===== src/rtl/core/bfm_pkg.sv =====
// Shared types, constants and register codes for the 3x3 mean filter.
package bfm_pkg;

  // Line store geometry and field widths.
  localparam int MAX_LINE = 1024;
  localparam int COL_W    = $clog2(MAX_LINE);
  localparam int WIDTH_W  = 11;
  localparam int HEIGHT_W = 13;
  localparam int ROW_W    = HEIGHT_W + 1;
  localparam int PIX_W    = 8;
  localparam int SUM_W    = 12;

  // Divide by nine as a multiply by a scaled reciprocal; exact for sums below 32768.
  localparam int MULT_W     = 13;
  localparam int PROD_W     = SUM_W + MULT_W;
  localparam int DIV9_SHIFT = 16;
  localparam logic [MULT_W-1:0] DIV9_MULT = 13'd7282;

  // Configuration port.
  localparam int APB_AW = 3;
  localparam int APB_DW = 32;

  localparam logic [WIDTH_W-1:0]  LINE_WIDTH_RST   = 11'd640;
  localparam logic [HEIGHT_W-1:0] FRAME_HEIGHT_RST = 13'd480;
  localparam logic [WIDTH_W-1:0]  MAX_LINE_W       = WIDTH_W'(MAX_LINE);

  typedef enum logic {
    REG_LINE_WIDTH   = 1'b0,
    REG_FRAME_HEIGHT = 1'b1
  } reg_idx_t;

  // Input item function codes.
  localparam logic FUNC_SAMPLE = 1'b0;
  localparam logic FUNC_DRAIN  = 1'b1;

  typedef struct packed {
    logic             func;
    logic [PIX_W-1:0] sample;
  } pix_item_t;

  typedef struct packed {
    logic [PIX_W-1:0] mean_value;
    logic             frame_last;
  } res_item_t;

  typedef struct packed {
    logic [WIDTH_W-1:0]  line_width;
    logic [HEIGHT_W-1:0] frame_height;
  } cfg_t;

  // Per-item window control, settled when the item is accepted.
  typedef struct packed {
    logic emit;
    logic col_zero;
    logic left_ok;
    logic top_ok;
    logic bot_ok;
    logic last;
  } tap_ctl_t;

  typedef struct packed {
    logic             keep;
    tap_ctl_t         ctl;
    logic [COL_W-1:0] addr;
    logic [PIX_W-1:0] pix;
  } scan_t;

  // One line store word: the older and the newer of the two stored rows.
  typedef struct packed {
    logic [PIX_W-1:0] upper;
    logic [PIX_W-1:0] middle;
  } line_pair_t;

endpackage


===== src/rtl/core/bfm_regs.sv =====
// Configuration register file behind the APB-style port.
module bfm_regs (
  input  logic                        clk,
  input  logic                        rst,
  input  logic                        psel,
  input  logic                        penable,
  input  logic                        pwrite,
  input  logic [bfm_pkg::APB_AW-1:0]  paddr,
  input  logic [bfm_pkg::APB_DW-1:0]  pwdata,
  output logic [bfm_pkg::APB_DW-1:0]  prdata,
  output logic                        pready,
  output bfm_pkg::cfg_t               cfg
);
  import bfm_pkg::*;

  logic     wr_en;
  reg_idx_t idx;

  assign pready = 1'b1;
  assign wr_en  = psel && penable && pwrite;
  assign idx    = reg_idx_t'(paddr[APB_AW-1:2]);

  // Register writes complete in the access phase.
  always_ff @(posedge clk) begin
    if (rst) begin
      cfg.line_width   <= LINE_WIDTH_RST;
      cfg.frame_height <= FRAME_HEIGHT_RST;
    end else if (wr_en) begin
      unique case (idx)
        REG_LINE_WIDTH:   cfg.line_width   <= pwdata[WIDTH_W-1:0];
        REG_FRAME_HEIGHT: cfg.frame_height <= pwdata[HEIGHT_W-1:0];
      endcase
    end
  end

  // Read data is the addressed register, zero extended.
  always_comb begin
    unique case (idx)
      REG_LINE_WIDTH:   prdata = APB_DW'(cfg.line_width);
      REG_FRAME_HEIGHT: prdata = APB_DW'(cfg.frame_height);
    endcase
  end

endmodule


===== config.mk =====
export PLATFORM = sky130hd
export DESIGN_NAME = bfm_regs
export DESIGN_NICKNAME = d
export VERILOG_FILES = /design/src/rtl/core/bfm_pkg.sv /design/src/rtl/core/bfm_regs.sv
export SDC_FILE = /design/constraint.sdc
export NUM_CORES = 1
export LEC_CHECK = 0
export BUFFER_PORTS_ARGS = -buffer_cell sky130_fd_sc_hd__buf_2
export CAP_MARGIN = 20
export CORE_ASPECT_RATIO = 2
export CORE_MARGIN = 3
export CORE_UTILIZATION = 40
export CTS_CLUSTER_SIZE = 12
export DETAILED_ROUTE_END_ITERATION = 8
export GPL_TIMING_DRIVEN = 0
export PLACE_DENSITY = 0.79
export SETUP_SLACK_MARGIN = 0.02
export SLEW_MARGIN = 20
export SYNTH_ARGS = -nofsm -noshare
export SYNTH_HDL_FRONTEND = slang
export SYNTH_SLANG_ARGS = --single-unit

===== constraint.sdc =====
create_clock -name clk -period 0.85 [get_ports clk]
set_input_delay 0 -clock clk [delete_from_list [all_inputs] [get_ports clk]]
set_output_delay 0 -clock clk [all_outputs]
set_load 0.005 [all_outputs]

* Word level (Yosys, flattened, before mapping) *
Cells that the tools add are included.

word-level totals
  flip-flop bits (word level) = 24
  output and inout bits = 57

operators by class
  multiplexer cells = 1
  bitwise operators = 1
  reductions and logical operators = 4

operator list
  kind                                 count
  32-bit case mux with 2 select lines  1
  2-bit AND reduction                  2
  1-bit logical AND                    2
  1-bit inverter                       1

* Longest topological paths before layout *
  word-level depth = 3
  gate-level depth with buffers = 4
  gate-level depth less buffers = 2

* Worst setup path after synthesis *
OpenSTA, ideal clock, no wires.

  path type = input to register
  start = input port paddr[2] (netlist name)
  end = register cfg[13] (netlist name)
  path buffers = 2
  stages on the path = 4
  data arrival time = 654 ps
  setup time = 72 ps
  path slack = 125 ps
  required time = 778 ps
  cells stage by stage = buf_6 -> and4b_1 -> buf_6 -> mux2i_1

between the ends
  word-level cells in the longest chain between the ends = 2

RTL lines
  element                               line            RTL
  start, declared                       bfm_regs.sv:8   input logic [bfm_pkg::APB_AW-1:0] paddr,
  1-bit inverter                        --
  2-bit AND reduction (no source line)  --
  end, declared                         bfm_regs.sv:12  output bfm_pkg::cfg_t cfg

Every way passes these cells.
A chain may end at the register's enable or synchronous reset.

* Final worst setup path *
  start = register cfg[23] (netlist name)
  end = output port prdata[10] (netlist name)

between the ends
  word-level cells in the longest chain between the ends = 1

RTL lines
  element                              line            RTL
  32-bit case mux with 2 select lines  bfm_regs.sv:38  unique case (idx)
  end, declared                        bfm_regs.sv:10  output logic [bfm_pkg::APB_DW-1:0] prdata,

Every way passes these cells. The select of a mux whose other input is x is not followed.

==> flow_metrics.tcl <==
set metrics [dict create \
    synth_edf_count 0 \
    cp-end-kind "primary output" \
    grt_max_degree 14 \
    synth_warnings 0 \
    dr.pass1.iters 4 \
    portBuffers 54 \
    syn_inst 136 \
    violations "setup timing" \
    ff2ff_path_depth 3 \
    dp_hpwl_um 2320 \
    wl_per_cell_um 12.9 \
    synth_ff_type "dfxtp_1" \
    cts_sinks 24 \
    synth_top_area_share 0.362 \
    start_kind "register" \
    die_y_um 87.5 \
    die_area_mm2 0.00409 \
    largest_register_ffs 24 \
    grt_pass1_wl_um 4970 \
    r2r_start "cfg[20]" \
    vias 1195 \
    cts_tree "done" \
    ys_top_cells_by_area "dfxtp_1, mux2i_1, nand2b_1" \
    cts_htree_levels 1 \
    p_switching_w 0.000558 \
    drv_cap 0 \
    rows 29 \
    synth_top_area_cell "dfxtp_1" \
    rsz0062_at_grt "true" \
    power.total_w 0.00242 \
    numCtsBuffers 3 \
    core_area_mm2 0.00319 \
    final_cells 263 \
    max_freq_ghz 1.01 \
    cts_root_buf "clkbuf_8" \
    cpPeakStageDelay_ns 0.33 \
    num_io_pins 97 \
    finalHoldViolations 0 \
    p_int_w 0.00186 \
    fin_nets 273 \
    cp_num_cells 2 \
    grt_pass1_vias 1086 \
    cp-endpoint "prdata[10]" \
    synth_area_mm2 0.00133 \
    gr-usage-all-layers 0.167 \
    setup_viol 11 \
    avgSynthCellArea_um2 9.76 \
    cp_num_buf_inv 1 \
    hold_path_class "input port to register" \
    swShare 0.231 \
    clk_latency_ns 0.26 \
    drive_gt1_frac 0.578 \
    antenna_cells 0 \
    fin_ws_ns -0.135 \
    ys_ff_latch 24 \
    crit_required_ns 0.85 \
    regMostFlops "cfg" \
    antenna_left 0 \
    crit_chain "mux2_4, buf_6" \
    powerDensity_mw_per_mm2 1110 \
    crit_slowest_cell "dfxtp_2" \
    antenna_found_initial 0 \
    reg.largest.list "cfg: 24 flops" \
    syn_to_final_growth_pct 64.7 \
    grt-ovfl-total 0 \
    drc 0 \
    outcome "finished with violations" \
    cts.clk_slew.worst_paths_ns 0.08 \
    cp_top_family "flip-flops" \
    rrSetupSlack_ns 0.13 \
    gp_congestion 0.738 \
    synth_common_cells "nand2b_1, dfxtp_1, mux2i_1, buf_4" \
    clockBufferDepth 2 \
    clockPowerShare 0.319 \
    start_util 0.416 \
    ir_drop_v 0.00100 \
    regToRegEndpoint "cfg[20]" \
    layout_min_cycle_time_ns 0.985 \
    drt_iter0_markers 20 \
    comb_power_share 0.197 \
    fin_crit_sh 1.16 \
    place_ws_ns -0.0347 \
    synth_most_common_cell "nand2b_1" \
    fin_skew_ns 0 \
    worstPathMaxFanout 3 \
    avgViaCountPerCell 4.54 \
    synth-async-reset-ratio 0 \
    startpoint "cfg[23]" \
    post-place-cells 239 \
    drt_wl_total_um 3400 \
    leakage_nw 1.09 \
    power.share.sequential 0.484 \
    critPathKind "register to primary output" \
    arrival_ns 0.99 \
    synth_seq_area_share 0.362 \
    die_w_um 46.7 \
    ys_types 15 \
    final_util 0.685 \
    slew_viol_final 0 \
]
## cell type report
cell class,instances,area [um^2]
well taps,31,38.8
plain buffers,28,200
fillers,268,1010
clock buffers,4,55.1
repair buffers,74,637
flip-flops and latches,24,510
multi-input cells,102,744
## worst register-to-register path, cell delays in order, from the launching register on
cell and delay [ns]:
dfxtp_2 0.33, buf_6 0.11, nor2_1 0.09, mux2i_1 0.08
## per-stage QoR
stage / area (um^2) / hold slack [ns] / TNS (ns)
6_report: 2190 / 0.00130 / -1.36
5_1_grt: 2190 / 0.000949 / -1.73
4_1_cts: 2050 / 0.00177 / -1.33
3_5_place_dp: 1700 / 0.274 / -0.246
3_3_place_gp: 1700 / 0.266 / -0.195
2_1_floorplan: 1400 / 0.155 / 0
## per-layer routing
layer / track usage / up-vias / wire length [um] / part of all wire
li1: - / 600 / - / -
met1: 0.177 / 554 / 1200 / 0.35
met2: 0.317 / 39 / 1980 / 0.58
met3: 0.0207 / 2 / 187 / 0.055
met4: 0.0529 / 0 / 27 / 0.0080
met5: 0 / - / 0 / 0
## logic make-up after synthesis
group                  synth area share
flip-flops                        0.362
other                           0.00566
buffers and inverters             0.151
multiplexers                      0.274
AND/OR/NAND/NOR                   0.207
## how the worst min path moves through the flow
stage / end / start / depth (start not counted)
CTS: cfg[19] / pwdata[6] / 3
global placement: cfg[12] / pwdata[12] / 3
finish: cfg[9] / pwdata[9] / 3
floorplan: cfg[12] / pwdata[12] / 2
global route: cfg[18] / pwdata[5] / 3
detailed placement: cfg[12] / pwdata[12] / 3
## placed cells by master, fill, tap and decap left out
master	n
nand4b_1	1
clkbuf_1	4
and4_1	1
dlygate4sd3_1	3
clkbuf_8	4
buf_6	41
dfxtp_2	24
and4b_1	1
conb_1	20
mux2i_1	24
mux2_2	3
buf_2	30
nor2_1	11
mux2_4	8
nand2b_1	30
buf_4	24
nand4_1	1
and2_1	2
## timing repair
item | 4_1_cts | 5_1_grt
endpoints found under the hold margin | 2 | 1
buffers inserted | 15 | 4
endpoints found under the setup margin | 13 | 27
hold buffers | 2 | 1
resized for setup | 46 | 26
## power groups by stage
stage	registers, W	clock network [W]	logic (W)
after floorplan	0.00119	0	0.000239
after global placement	0.00119	0	0.000362
after detailed placement	0.00119	0	0.000368
after CTS	0.00117	0.000786	0.000441
after global routing	0.00117	0.000837	0.000523
final	0.00117	0.000771	0.000475
No activity file was read; power rests on OpenSTA's default activity.
