## src/rtl/core/bfm_pkg.sv

```systemverilog
// Shared types, constants and register codes for the 3x3 mean filter.
package bfm_pkg;

  // Line store geometry and field widths.
  localparam int MAX_LINE = 1024;
  localparam int COL_W    = $clog2(MAX_LINE);
  localparam int WIDTH_W  = 11;
  localparam int HEIGHT_W = 13;
  localparam int ROW_W    = HEIGHT_W + 1;
  localparam int PIX_W    = 8;
  localparam int SUM_W    = 12;

  // Divide by nine as a multiply by a scaled reciprocal; exact for sums below 32768.
  localparam int MULT_W     = 13;
  localparam int PROD_W     = SUM_W + MULT_W;
  localparam int DIV9_SHIFT = 16;
  localparam logic [MULT_W-1:0] DIV9_MULT = 13'd7282;

  // Configuration port.
  localparam int APB_AW = 3;
  localparam int APB_DW = 32;

  localparam logic [WIDTH_W-1:0]  LINE_WIDTH_RST   = 11'd640;
  localparam logic [HEIGHT_W-1:0] FRAME_HEIGHT_RST = 13'd480;
  localparam logic [WIDTH_W-1:0]  MAX_LINE_W       = WIDTH_W'(MAX_LINE);

  typedef enum logic {
    REG_LINE_WIDTH   = 1'b0,
    REG_FRAME_HEIGHT = 1'b1
  } reg_idx_t;

  // Input item function codes.
  localparam logic FUNC_SAMPLE = 1'b0;
  localparam logic FUNC_DRAIN  = 1'b1;

  typedef struct packed {
    logic             func;
    logic [PIX_W-1:0] sample;
  } pix_item_t;

  typedef struct packed {
    logic [PIX_W-1:0] mean_value;
    logic             frame_last;
  } res_item_t;

  typedef struct packed {
    logic [WIDTH_W-1:0]  line_width;
    logic [HEIGHT_W-1:0] frame_height;
  } cfg_t;

  // Per-item window control, settled when the item is accepted.
  typedef struct packed {
    logic emit;
    logic col_zero;
    logic left_ok;
    logic top_ok;
    logic bot_ok;
    logic last;
  } tap_ctl_t;

  typedef struct packed {
    logic             keep;
    tap_ctl_t         ctl;
    logic [COL_W-1:0] addr;
    logic [PIX_W-1:0] pix;
  } scan_t;

  // One line store word: the older and the newer of the two stored rows.
  typedef struct packed {
    logic [PIX_W-1:0] upper;
    logic [PIX_W-1:0] middle;
  } line_pair_t;

endpackage

```

## src/rtl/core/bfm_scan.sv

```systemverilog
// Raster position tracking and per-item border and emit control.
module bfm_scan (
  input  logic               clk,
  input  logic               rst,
  input  bfm_pkg::cfg_t      cfg,
  input  logic               take,
  input  bfm_pkg::pix_item_t item,
  output bfm_pkg::scan_t     scan
);
  import bfm_pkg::*;

  logic [COL_W-1:0]    in_column, in_column_next;
  logic [ROW_W-1:0]    in_row, in_row_next;
  logic [WIDTH_W-1:0]  cur_w, cfg_w, eff_w, col_inc;
  logic [HEIGHT_W-1:0] cur_h, cfg_h, eff_h;
  logic [ROW_W-1:0]    h_ext;
  logic                frame_start, in_frame, col_zero;

  // Clamp the programmed geometry to the supported range.
  always_comb begin
    cfg_w = cfg.line_width;
    if (cfg_w == '0) begin
      cfg_w = WIDTH_W'(1);
    end else if (cfg_w > MAX_LINE_W) begin
      cfg_w = MAX_LINE_W;
    end
    cfg_h = cfg.frame_height;
    if (cfg_h == '0) begin
      cfg_h = HEIGHT_W'(1);
    end
  end

  // A new frame picks up the current register values.
  assign frame_start = (in_row == '0) && (in_column == '0) && (item.func == FUNC_SAMPLE);
  assign eff_w       = frame_start ? cfg_w : cur_w;
  assign eff_h       = frame_start ? cfg_h : cur_h;
  assign h_ext       = ROW_W'(eff_h);
  assign in_frame    = in_row < h_ext;
  assign col_zero    = in_column == '0;

  // Control for the pixel whose result this item completes.
  always_comb begin
    scan.keep         = !((item.func == FUNC_DRAIN) && in_frame);
    scan.addr         = in_column;
    scan.pix          = in_frame ? item.sample : '0;
    scan.ctl.col_zero = col_zero;
    if (col_zero) begin
      scan.ctl.emit    = in_row >= ROW_W'(2);
      scan.ctl.left_ok = eff_w >= WIDTH_W'(2);
      scan.ctl.top_ok  = in_row >= ROW_W'(3);
      scan.ctl.bot_ok  = in_row <= h_ext;
      scan.ctl.last    = in_row == (h_ext + ROW_W'(1));
    end else begin
      scan.ctl.emit    = in_row >= ROW_W'(1);
      scan.ctl.left_ok = in_column >= COL_W'(2);
      scan.ctl.top_ok  = in_row >= ROW_W'(2);
      scan.ctl.bot_ok  = in_row < h_ext;
      scan.ctl.last    = 1'b0;
    end
  end

  // Next raster position; the frame's last result rewinds to the origin.
  always_comb begin
    col_inc        = WIDTH_W'(in_column) + WIDTH_W'(1);
    in_column_next = col_inc[COL_W-1:0];
    in_row_next    = in_row;
    if (col_inc >= eff_w) begin
      in_column_next = '0;
      in_row_next    = in_row + ROW_W'(1);
    end
    if (scan.ctl.last) begin
      in_column_next = '0;
      in_row_next    = '0;
    end
  end

  always_ff @(posedge clk) begin
    if (rst) begin
      in_column <= '0;
      in_row    <= '0;
      cur_w     <= LINE_WIDTH_RST;
      cur_h     <= FRAME_HEIGHT_RST;
    end else if (take && scan.keep) begin
      in_column <= in_column_next;
      in_row    <= in_row_next;
      if (frame_start) begin
        cur_w <= cfg_w;
        cur_h <= cfg_h;
      end
    end
  end

endmodule

```

## config.mk

```make
export PLATFORM = sky130hd
export DESIGN_NAME = bfm_scan
export DESIGN_NICKNAME = d
export VERILOG_FILES = /design/src/rtl/core/bfm_pkg.sv /design/src/rtl/core/bfm_scan.sv
export SDC_FILE = /design/constraint.sdc
export NUM_CORES = 1
export LEC_CHECK = 0
export ABC_AREA = 1
export BUFFER_PORTS_ARGS = -buffer_cell sky130_fd_sc_hd__buf_2
export CAP_MARGIN = 20
export CORE_MARGIN = 8
export CORE_UTILIZATION = 50
export CTS_CLUSTER_SIZE = 8
export DETAILED_ROUTE_END_ITERATION = 10
export PLACE_DENSITY_LB_ADDON = 0.12
export SLEW_MARGIN = 0
export SYNTH_ARGS = -nofsm -noshare
export SYNTH_HDL_FRONTEND = slang
export SYNTH_SLANG_ARGS = --single-unit
```

## constraint.sdc

```tcl
create_clock -name clk -period 4.3 [get_ports clk]
set_input_delay 0.43 -clock clk [delete_from_list [all_inputs] [get_ports clk]]
set_output_delay 0.43 -clock clk [all_outputs]
set_load 0.1 [all_outputs]
```

# After elaboration in Yosys (flattened, before gate mapping)
# Index checks and enable logic that the tools add are counted.
op_classes:
  bitwise: 1
  addsub: 3
  eq_ne: 1
  n_reduce_logical: 11
  n_mux: 12
  order_cmp: 9
op_table:
  columns: ["operator", "count"]
  rows:
  - ["two-way mux 11 bit", 3]
  - ["greater-or-equal comparator 14 x 2 -> 1 bit (second input constant)", 2]
  - ["two-way mux 14 bit", 2]
  - ["two-way mux 13 bit", 2]
  - ["two-way mux 10 bit", 2]
  - ["adder 13 x 1 -> 14 bit (second input constant)", 1]
  - ["adder 14 x 1 -> 14 bit (second input constant)", 1]
  - ["== test 14 bit", 1]
  - ["greater-or-equal comparator 14 x 1 -> 1 bit (second input constant)", 1]
  - ["less-or-equal comparator 14 x 13 -> 1 bit", 1]
  - ["logical NOT 14 bit", 1]
  - ["less-than comparator 14 x 13 -> 1 bit", 1]
  - ["logical NOT 13 bit", 1]
  - ["adder 10 x 1 -> 11 bit (second input constant)", 1]
  - ["greater-or-equal comparator 11 bit", 1]
  - ["greater-or-equal comparator 11 x 2 -> 1 bit (second input constant)", 1]
  - ["greater-than comparator 11 bit (second input constant)", 1]
  - ["logical NOT 11 bit", 1]
  - ["greater-or-equal comparator 10 x 2 -> 1 bit (second input constant)", 1]
  - ["logical NOT 10 bit", 1]
  - ["two-way mux 8 bit", 1]
  - ["logical AND 1 bit", 4]
  - ["two-way mux 4 bit", 1]
  - ["AND reduction 2 bit", 1]
  - ["4 further kinds", 4]
word_totals:
  in_bits: 36
  elab_cells: 41
  output_inout_bits: 25
  reg_bits: 48

# Depth between registers and ports, before layout
# Gate-level depths: netlist (run 1).
logic_depth:
  ltp_word: 9
  depth_mapped: 27
  mapped_depth_nobuf: 26

# Least setup slack after synthesis (run 1)
# Ideal clock, no wire load.
synth_path:
  kind: "register -> register"
  startpoint: "reg in_column[0]"
  endpoint: "reg in_row[12]"
  arrival_time_ps: 5402
  n_path_buf: 4
  path_stages_with_launch: 24
  slack_ps: -1217
  t_required_ps: 4185
  synth_period_minus_slack_ps: 5517
  setup_ps: 115
  cell_sequence: "dfxtp_1 -> inv_1 -> ha_1 -> nand2_1 -> nor2_8 -> nand3_2 -> buf_6 -> buf_6 -> nand2_1 -> nand2_1 -> inv_1 -> ha_1 -> nand2_1 -> nor2_1 -> a211oi_1 -> nor2_1 -> a2111oi_0 -> nand3_1 -> nand2_1 -> inv_1 -> clkbuf_1 -> clkbuf_1 -> a21oi_1 -> nor2_1"
synth_lines:
  columns: ["element", "line", "rtl"]
  rows:
  - ["start: declaration", "bfm_scan.sv:12", "logic [COL_W-1:0] in_column, in_column_next;"]
  - ["start signal: assignment", "bfm_scan.sv:84", "in_column <= in_column_next;"]
  - ["end signal: assignment", "bfm_scan.sv:85", "in_row <= in_row_next;"]
  - ["end: declaration", "bfm_scan.sv:13", "logic [ROW_W-1:0] in_row, in_row_next;"]

==> run_results.csv, run 1 <==
group,metric,value,unit
synth,yosys.area_share.xor_xnor,4.71,%
clock_network,cts.sinks,48,
global_route,grt_pass1_wl,20500,µm
floorplanning,ios,61,
critical_path,cp.required,3.87,ns
sta,finalCritPeriodShare,94.4,%
final_layout,drive_above_1_share,21.5,%
critical_path,crit_arrival,3.63,ns
synth,synth_compound_area_share,13.7,%
synth,syn_area_per_cell,6.27,µm²
synth,synthMuxAreaShare,0,%
synth,ys_types,44,
final_layout,fill_cells,793,
drt,wl,12500,µm
global_route,grt_overflow,0,
pwr,ir_drop,0.320,mV
drt,drt_first_pass_iters,5,
clock_network,clock_path_buffers,2,
sta,tightest_slew,0.652,ns
run_status,status,"complete, no violations",
drt,drt_iter0_markers,259,
critical_path,crit_path_end,"scan[19]",
floorplanning,start_util,51.8,%
synth,yosys.area_share.adder,9.65,%
drt,ant_nets,0,
clock_network,cts_hold_buf,0,
synth,synth_area,4280,µm²
critical_path,r2r_start,"in_row[0]",
drt,viasPerCell,5.30,
global_route,grt_max_degree,37,
final_layout,areaGrowthSynthToFinish,20.5,%
synth,yosysWarnings,0,
synth,netlist.top_cell.by_area,"dfxtp_1",
sta,slew_headroom,56.2,%
sta,hold_ws,0.359,ns
pwr,total_power,2.57,mW
run,cap_viol_max_count,0,
critical_path,critPathKind,"register to output port",
synth,syn_nets,751,
global_route,grtUsageTotal,21.4,%
clock_network,cts_tree,"done",
sta,drv_slew,0,
synth,ys_ff_latch,48,
floorplanning,rows,33,
clock_network,cts_made_buffers,5,
synth,yosysSeqAreaShare,22.5,%
sta,finalHoldViolations,0,
synth,synth_cells,682,
sta,tns,0,ns
synth,synth.top_cells.by_area,"dfxtp_1, nand2_1, ha_1",
synth,synth_top_area_share,22.5,%
critical_path,r2r-end,"cur_h[9]",
floorplanning,die-height,109,µm
final_layout,fin_nets,818,
floorplanning,design.core.area,8260,µm²
pwr,p_leak,2.65,nW
clock_network,cts_htree_levels,2,
critical_path,crit_path_end_kind,"output port",
final_layout,n_antenna_cell,0,
min_path,hold_class,"primary input to register",
drt,drc_errors,0,
synth,synth_simple_gate_area_share,37.8,%
critical_path,reg2reg_slack,0.33,ns
critical_path,cp_max_fo,9,
synth,async_flop_share,0,%
drt,via_count,4528,
drt,post_drt_wl_per_cell,14.7,µm
sta,setup_viol,0,
floorplanning,die-area,11800,µm²
sta,clock_skew,0.0112,ns
final_layout,post-route-util,62.4,%
placement,port_buffers,60,
pwr,pwr_density_cell,499,nW/µm²
placement,gp_congestion,0.946,
clock_network,clk_latency,0.31,ns
sta,rsz0062_at_grt,"false",
synth,synth_edf_count,0,
synth,synth_top_family_by_area,"simple AND/OR/NAND/NOR gates",
clock_network,clk_transition_reported_paths,0.10,ns
global_route,antenna_found_initial,0,
critical_path,worstSetupStartpoint,"in_row[0]",
critical_path,start_kind,"register",
sta,fmax,246,MHz
placement,dp_hpwl,9930,µm
floorplanning,die_w,109,µm
global_route,grt_pass1_vias,4308,
synth,synth_ff_type,"dfxtp_1",
clock_network,cts_root_buffer,"clkbuf_8",
sta,min_period,4.06,ns
critical_path,r2r_cells,23,
synthesized netlist by cell type, types with 2 or more instances:
cell       number
inv_1          91
nand3b_1        2
nor2_8          3
nor3_1          6
xor2_1         21
nand2_1       167
nand2_2         9
buf_6           5
nor2_2         10
nor2_1         78
nand4_1        12
a2111oi_0       2
clkbuf_1       11
nand3_2         4
nand3_1        48
buf_2           2
nor4_1          5
a21oi_1        46
dfxtp_1        48
ha_1           33
xnor2_1         2
o21ai_0        40
nor2_4          2
inv_2           7
buf_4           2
o211ai_1        5
o21ai_2         4
power by group:
part	total (mW)	leakage, nW	internal, mW	switching [mW]
Sequential	0.551	0.398	0.501	0.0497
Clock	0.400	0.0654	0.233	0.167
Combinational	1.62	2.19	0.468	1.15
cell families after synthesis:
logic type,count (synthesis)
compound gates,105
xor+xnor,23
fa+ha+maj,33
buf+inv,120
flops,48
simple gates,353
layout by cell type, fill, tap and decap left out, types with 8 or more instances in the layout:
master,count
nor2_1,70
nand2_2,12
inv_2,11
dfxtp_1,38
nand4_1,12
nor2_2,17
dfxtp_2,8
a21oi_1,46
nand3_1,47
xor2_1,21
inv_1,87
buf_4,19
ha_1,33
o21ai_0,40
nand2_1,163
buf_12,10
buf_2,50
layer usage:
metal | share of wire, % | up-vias | GRT usage (%)
met4 | 2.4 | 0 | 7.04
met5 | 0 | - | 0
met3 | 5.2 | 19 | 3.45
met2 | 49 | 123 | 38.3
met1 | 43 | 2060 | 25.4
li1 | - | 2326 | -
state kept, by name (all words and copies together), names as in the netlist:
| register | cells |
|---|---|
| in_row | 14 |
| cur_h | 13 |
| cur_w | 11 |
| in_column | 10 |
final cells by class:
| cell class | count | area (µm²) | area share (%) |
|---|---|---|---|
| multi-input cells | 514 | 2910 | 56.4 |
| flip-flops and latches | 48 | 978 | 19.0 |
| repair buffers | 81 | 636 | 12.3 |
| inverters | 99 | 372 | 7.21 |
| well taps | 105 | 131 | 2.55 |
| clock buffers | 6 | 72.6 | 1.41 |
| clock inverters | 2 | 60.1 | 1.17 |
worst min-delay path by stage:
stage	startpoint	end	slack, ns	cells past startpoint
2_1_floorplan	cur_w[7]	cur_w[7]	0.44	2
5_1_grt	rst	in_column[7]	0.36	2
4_1_cts	rst	in_column[7]	0.36	2
3_5_place_dp	cur_w[7]	cur_w[7]	0.47	2
6_report	rst	in_column[7]	0.36	2
3_3_place_gp	cur_w[7]	cur_w[7]	0.46	2
metrics by stage:
stage,worst slack [ns],cell area [µm²],std cells
after CTS,-0.000101,5030,846
after global placement,0.156,4880,838
after global routing,0.0239,5150,855
final,0.239,5150,855
after detailed placement,0.110,4880,838
after floorplan,0.00843,4340,682
critical path, cell delays in order (launching register included):
cell       delay (ns)
dfxtp_1          0.37
inv_2            0.12
ha_1             0.20
inv_1            0.05
nor2_1           0.08
nand2_1          0.08
nor2_2           0.16
nand3_4          0.15
buf_4            0.18
nand2_1          0.07
nand2_1          0.09
inv_1            0.12
ha_1             0.25
nand2_1          0.11
nor2_1           0.06
a211oi_1         0.18
nor2_1           0.10
a2111oi_4        0.35
nand2_2          0.08
buf_4            0.19
nand2_1          0.14
buf_12           0.19
repair_timing:
| item | CTS | global route |
|---|---|---|
| hold endpoints to repair | 0 | 0 |
| buffers inserted | 0 | 8 |
| pin swaps | 1 | 4 |
| setup endpoints to repair | 10 | 50 |
| gates resized for setup | 5 | 9 |
Power figures use the tool's default switching activity.
==> run 2: changes to the inputs <==
--- a/config.mk
+++ b/config.mk
@@ -8,8 +8,10 @@
 export ABC_AREA = 1
 export BUFFER_PORTS_ARGS = -buffer_cell sky130_fd_sc_hd__buf_2
 export CAP_MARGIN = 20
+export CELL_PAD_IN_SITES_DETAIL_PLACEMENT = 1
+export CELL_PAD_IN_SITES_GLOBAL_PLACEMENT = 2
 export CORE_MARGIN = 8
-export CORE_UTILIZATION = 50
+export CORE_UTILIZATION = 31
 export CTS_CLUSTER_SIZE = 8
 export DETAILED_ROUTE_END_ITERATION = 10
 export PLACE_DENSITY_LB_ADDON = 0.12
==> run 2 against run 1 <==
Register-to-register slack improved by 0.08 ns. Die area rose by 51%. Sequential power up 0.7%. Clock power fell by 2%. Flip-flop and latch count unchanged. Global-route usage fell by 3.9 points. Maximum frequency is 1.4% higher. Highest routed layer is now met5. Total power grew 1.8%.
==> run_results.csv, run 2 (same netlist as run 1, synthesis figures left out) <==
group,metric,value,unit
global_route,grt_max_degree,33,
final_layout,fin_nets,815,
final_layout,final_cells,926,
clock_network,clk_transition_reported_paths,0.07,ns
sta,slew_headroom,66.5,%
critical_path,cp.required,3.87,ns
critical_path,r2r_cells,21,
sta,fmax,250,MHz
min_path,holdPathStages,2,
floorplanning,design.core.area,13700,µm²
global_route,grt_pass1_wl,25100,µm
final_layout,final_cell_mix,"nand2_1, inv_1, nor2_1",
sta,tightest_slew,0.505,ns
sta,setup_viol,0,
floorplanning,ios,61,
final_layout,largest_register,"in_row",
drt,drt_iter0_markers,136,
sta,tns,0,ns
pwr,pwr_density_cell,500,nW/µm²
drt,viasPerCell,4.88,
final_layout,n_antenna_cell,0,
global_route,grt_pass1_vias,4753,
drt,post_drt_wl_per_cell,16.5,µm
critical_path,crit_buf_inv,8,
critical_path,cp_cell_sequence,"inv_4 -> ha_2 -> inv_1 -> nor2_1 -> nand2_1 -> nor2_4 -> nand3_4 -> buf_6 -> nand2_1 -> o21ai_4 -> inv_1 -> ha_1 -> inv_1 -> nor2_1 -> nor4_2 -> buf_4 -> nand2_1 -> nor2_2 -> nand3_2 -> nor2_4 -> nand3_4 -> inv_4 -> buf_12",
min_path,worstHoldStart,"rst",
critical_path,r2r_start,"in_row[0]",
clock_network,cts.sinks,48,
floorplanning,start_util,31.3,%
floorplanning,die-area,17800,µm²
clock_network,clock_path_buffers,2,
pwr,p_leak,2.63,nW
floorplanning,die_w,133,µm
drt,drt_first_pass_iters,4,
critical_path,crit_path_end_kind,"output port",
critical_path,start_kind,"register",
floorplanning,die-height,133,µm
critical_path,cp_max_fo,7,
sta,min_period,4.01,ns
drt,wl_met3,431,µm
pwr,ir_drop,0.291,mV
clock_network,cts_htree_levels,2,
placement,dp_hpwl,12400,µm
sta,finalHoldViolations,0,
run_status,status,"complete, no violations",
floorplanning,rows,43,
global_route,grtUsageTotal,17.5,%
sta,rsz0062_at_grt,"false",
global_route,antenna_found_initial,1,
final_layout,largest_register_ffs,14,
drt,wl,15300,µm
critical_path,crit_arrival,3.58,ns
critical_path,r2r-end,"in_column[0]",
critical_path,critPathKind,"register to output port",
final_layout,fill_cells,1810,
final_layout,top_regs,"in_row x14, cur_h x13, cur_w x11",
placement,port_buffers,60,
sta,hold_ws,0.395,ns
final_layout,layout_commonest_cell,"nand2_1",
clock_network,clk_latency,0.29,ns
sta,finalCritPeriodShare,93.2,%
critical_path,reg2reg_slack,0.41,ns
placement,dp_slack,0.128,ns
clock_network,cts_root_buffer,"clkbuf_16",
final_layout,areaGrowthSynthToFinish,22.4,%
placement,gp_congestion,0.856,
drt,ant_nets,0,
sta,clock_skew,0.00755,ns
drt,via_count,4521,
clock_network,cts_made_buffers,5,
final_layout,drive_above_1_share,21.4,%
critical_path,slowest_delay,0.36,ns
drt,top_layer,"met5",
final_layout,multi_input_area,2920,µm²
drt,wl_met2,7600,µm
placement,dp.cells,913,
drt,drc_errors,0,
min_path,hold_end,"in_column[7]",
sta,fin_ws,0.294,ns
clock_network,cts_tree,"done",
drt,met1_length,7110,µm
pwr,total_power,2.62,mW
sta,drv_slew,0,
run,cap_viol_max_count,0,
critical_path,critPathSlowestCell,"dfxtp_2",
global_route,grt_overflow,0,
critical_path,crit_family,"simple AND/OR/NAND/NOR gates",
final_layout,seqCellArea,981,µm²
min_path,hold_class,"primary input to register",
[run 2: changes by cell type in the layout (fill, tap and decap cells not counted), sizes merged]
cell | previous run | this run
buf | 81 | 78
bufinv | 2 | 0
clkinv | 1 | 2
clkinvlp | 0 | 1
inv | 98 | 97
[run 2: area by class of cell]
type                    count  share of cell area (%)
clock buffers               6                    2.46
inverters                  99                    7.26
flip-flops and latches     48                    18.7
multi-input cells         514                    55.7
repair buffers             78                    11.5
clock inverters             1                  0.0956
well taps                 180                    4.30
[run 2: how the worst max path moves through the flow]
stage | start | endpoint | slack [ns] | depth (start not counted)
2_1_floorplan | in_column[0] | in_row[12] | 0.008 | 23
3_3_place_gp | in_column[0] | in_column[6] | 0.19 | 23
3_5_place_dp | in_column[0] | in_row[5] | 0.13 | 21
4_1_cts | in_row[0] | scan[18] | 0.01 | 23
5_1_grt | in_row[0] | scan[4] | 0.003 | 21
6_report | in_row[0] | scan[18] | 0.29 | 23
[run 2: report_power, final]
| part | internal, mW | switching, mW |
|---|---|---|
| sequential | 0.502 | 0.0531 |
| clock | 0.212 | 0.181 |
| combinational | 0.467 | 1.20 |
| total | 1.18 | 1.44 |
[run 2: timing repair]
item,4_1_cts,5_1_grt
setup buffers,2,4
endpoints found under the setup margin,10,52
pin swaps,1,7
resized for setup,2,17
endpoints found under the hold margin,0,0
hold buffers,0,0
[run 2: metal layers]
metal,GRT usage (%),up-vias
met4,3.56,2
met1,21.7,2125
met2,31.4,74
met3,2.30,13
met5,0,-
li1,-,2307
[run 2: per-stage QoR]
| step | cell area, µm² | util, % |
|---|---|---|
| 2_1_floorplan | 4340 | - |
| 6_report | 5240 | 38.3 |
| 3_3_place_gp | 4990 | 36.5 |
| 4_1_cts | 5140 | 37.6 |
| 5_1_grt | 5240 | 38.3 |
| 3_5_place_dp | 4990 | 36.5 |
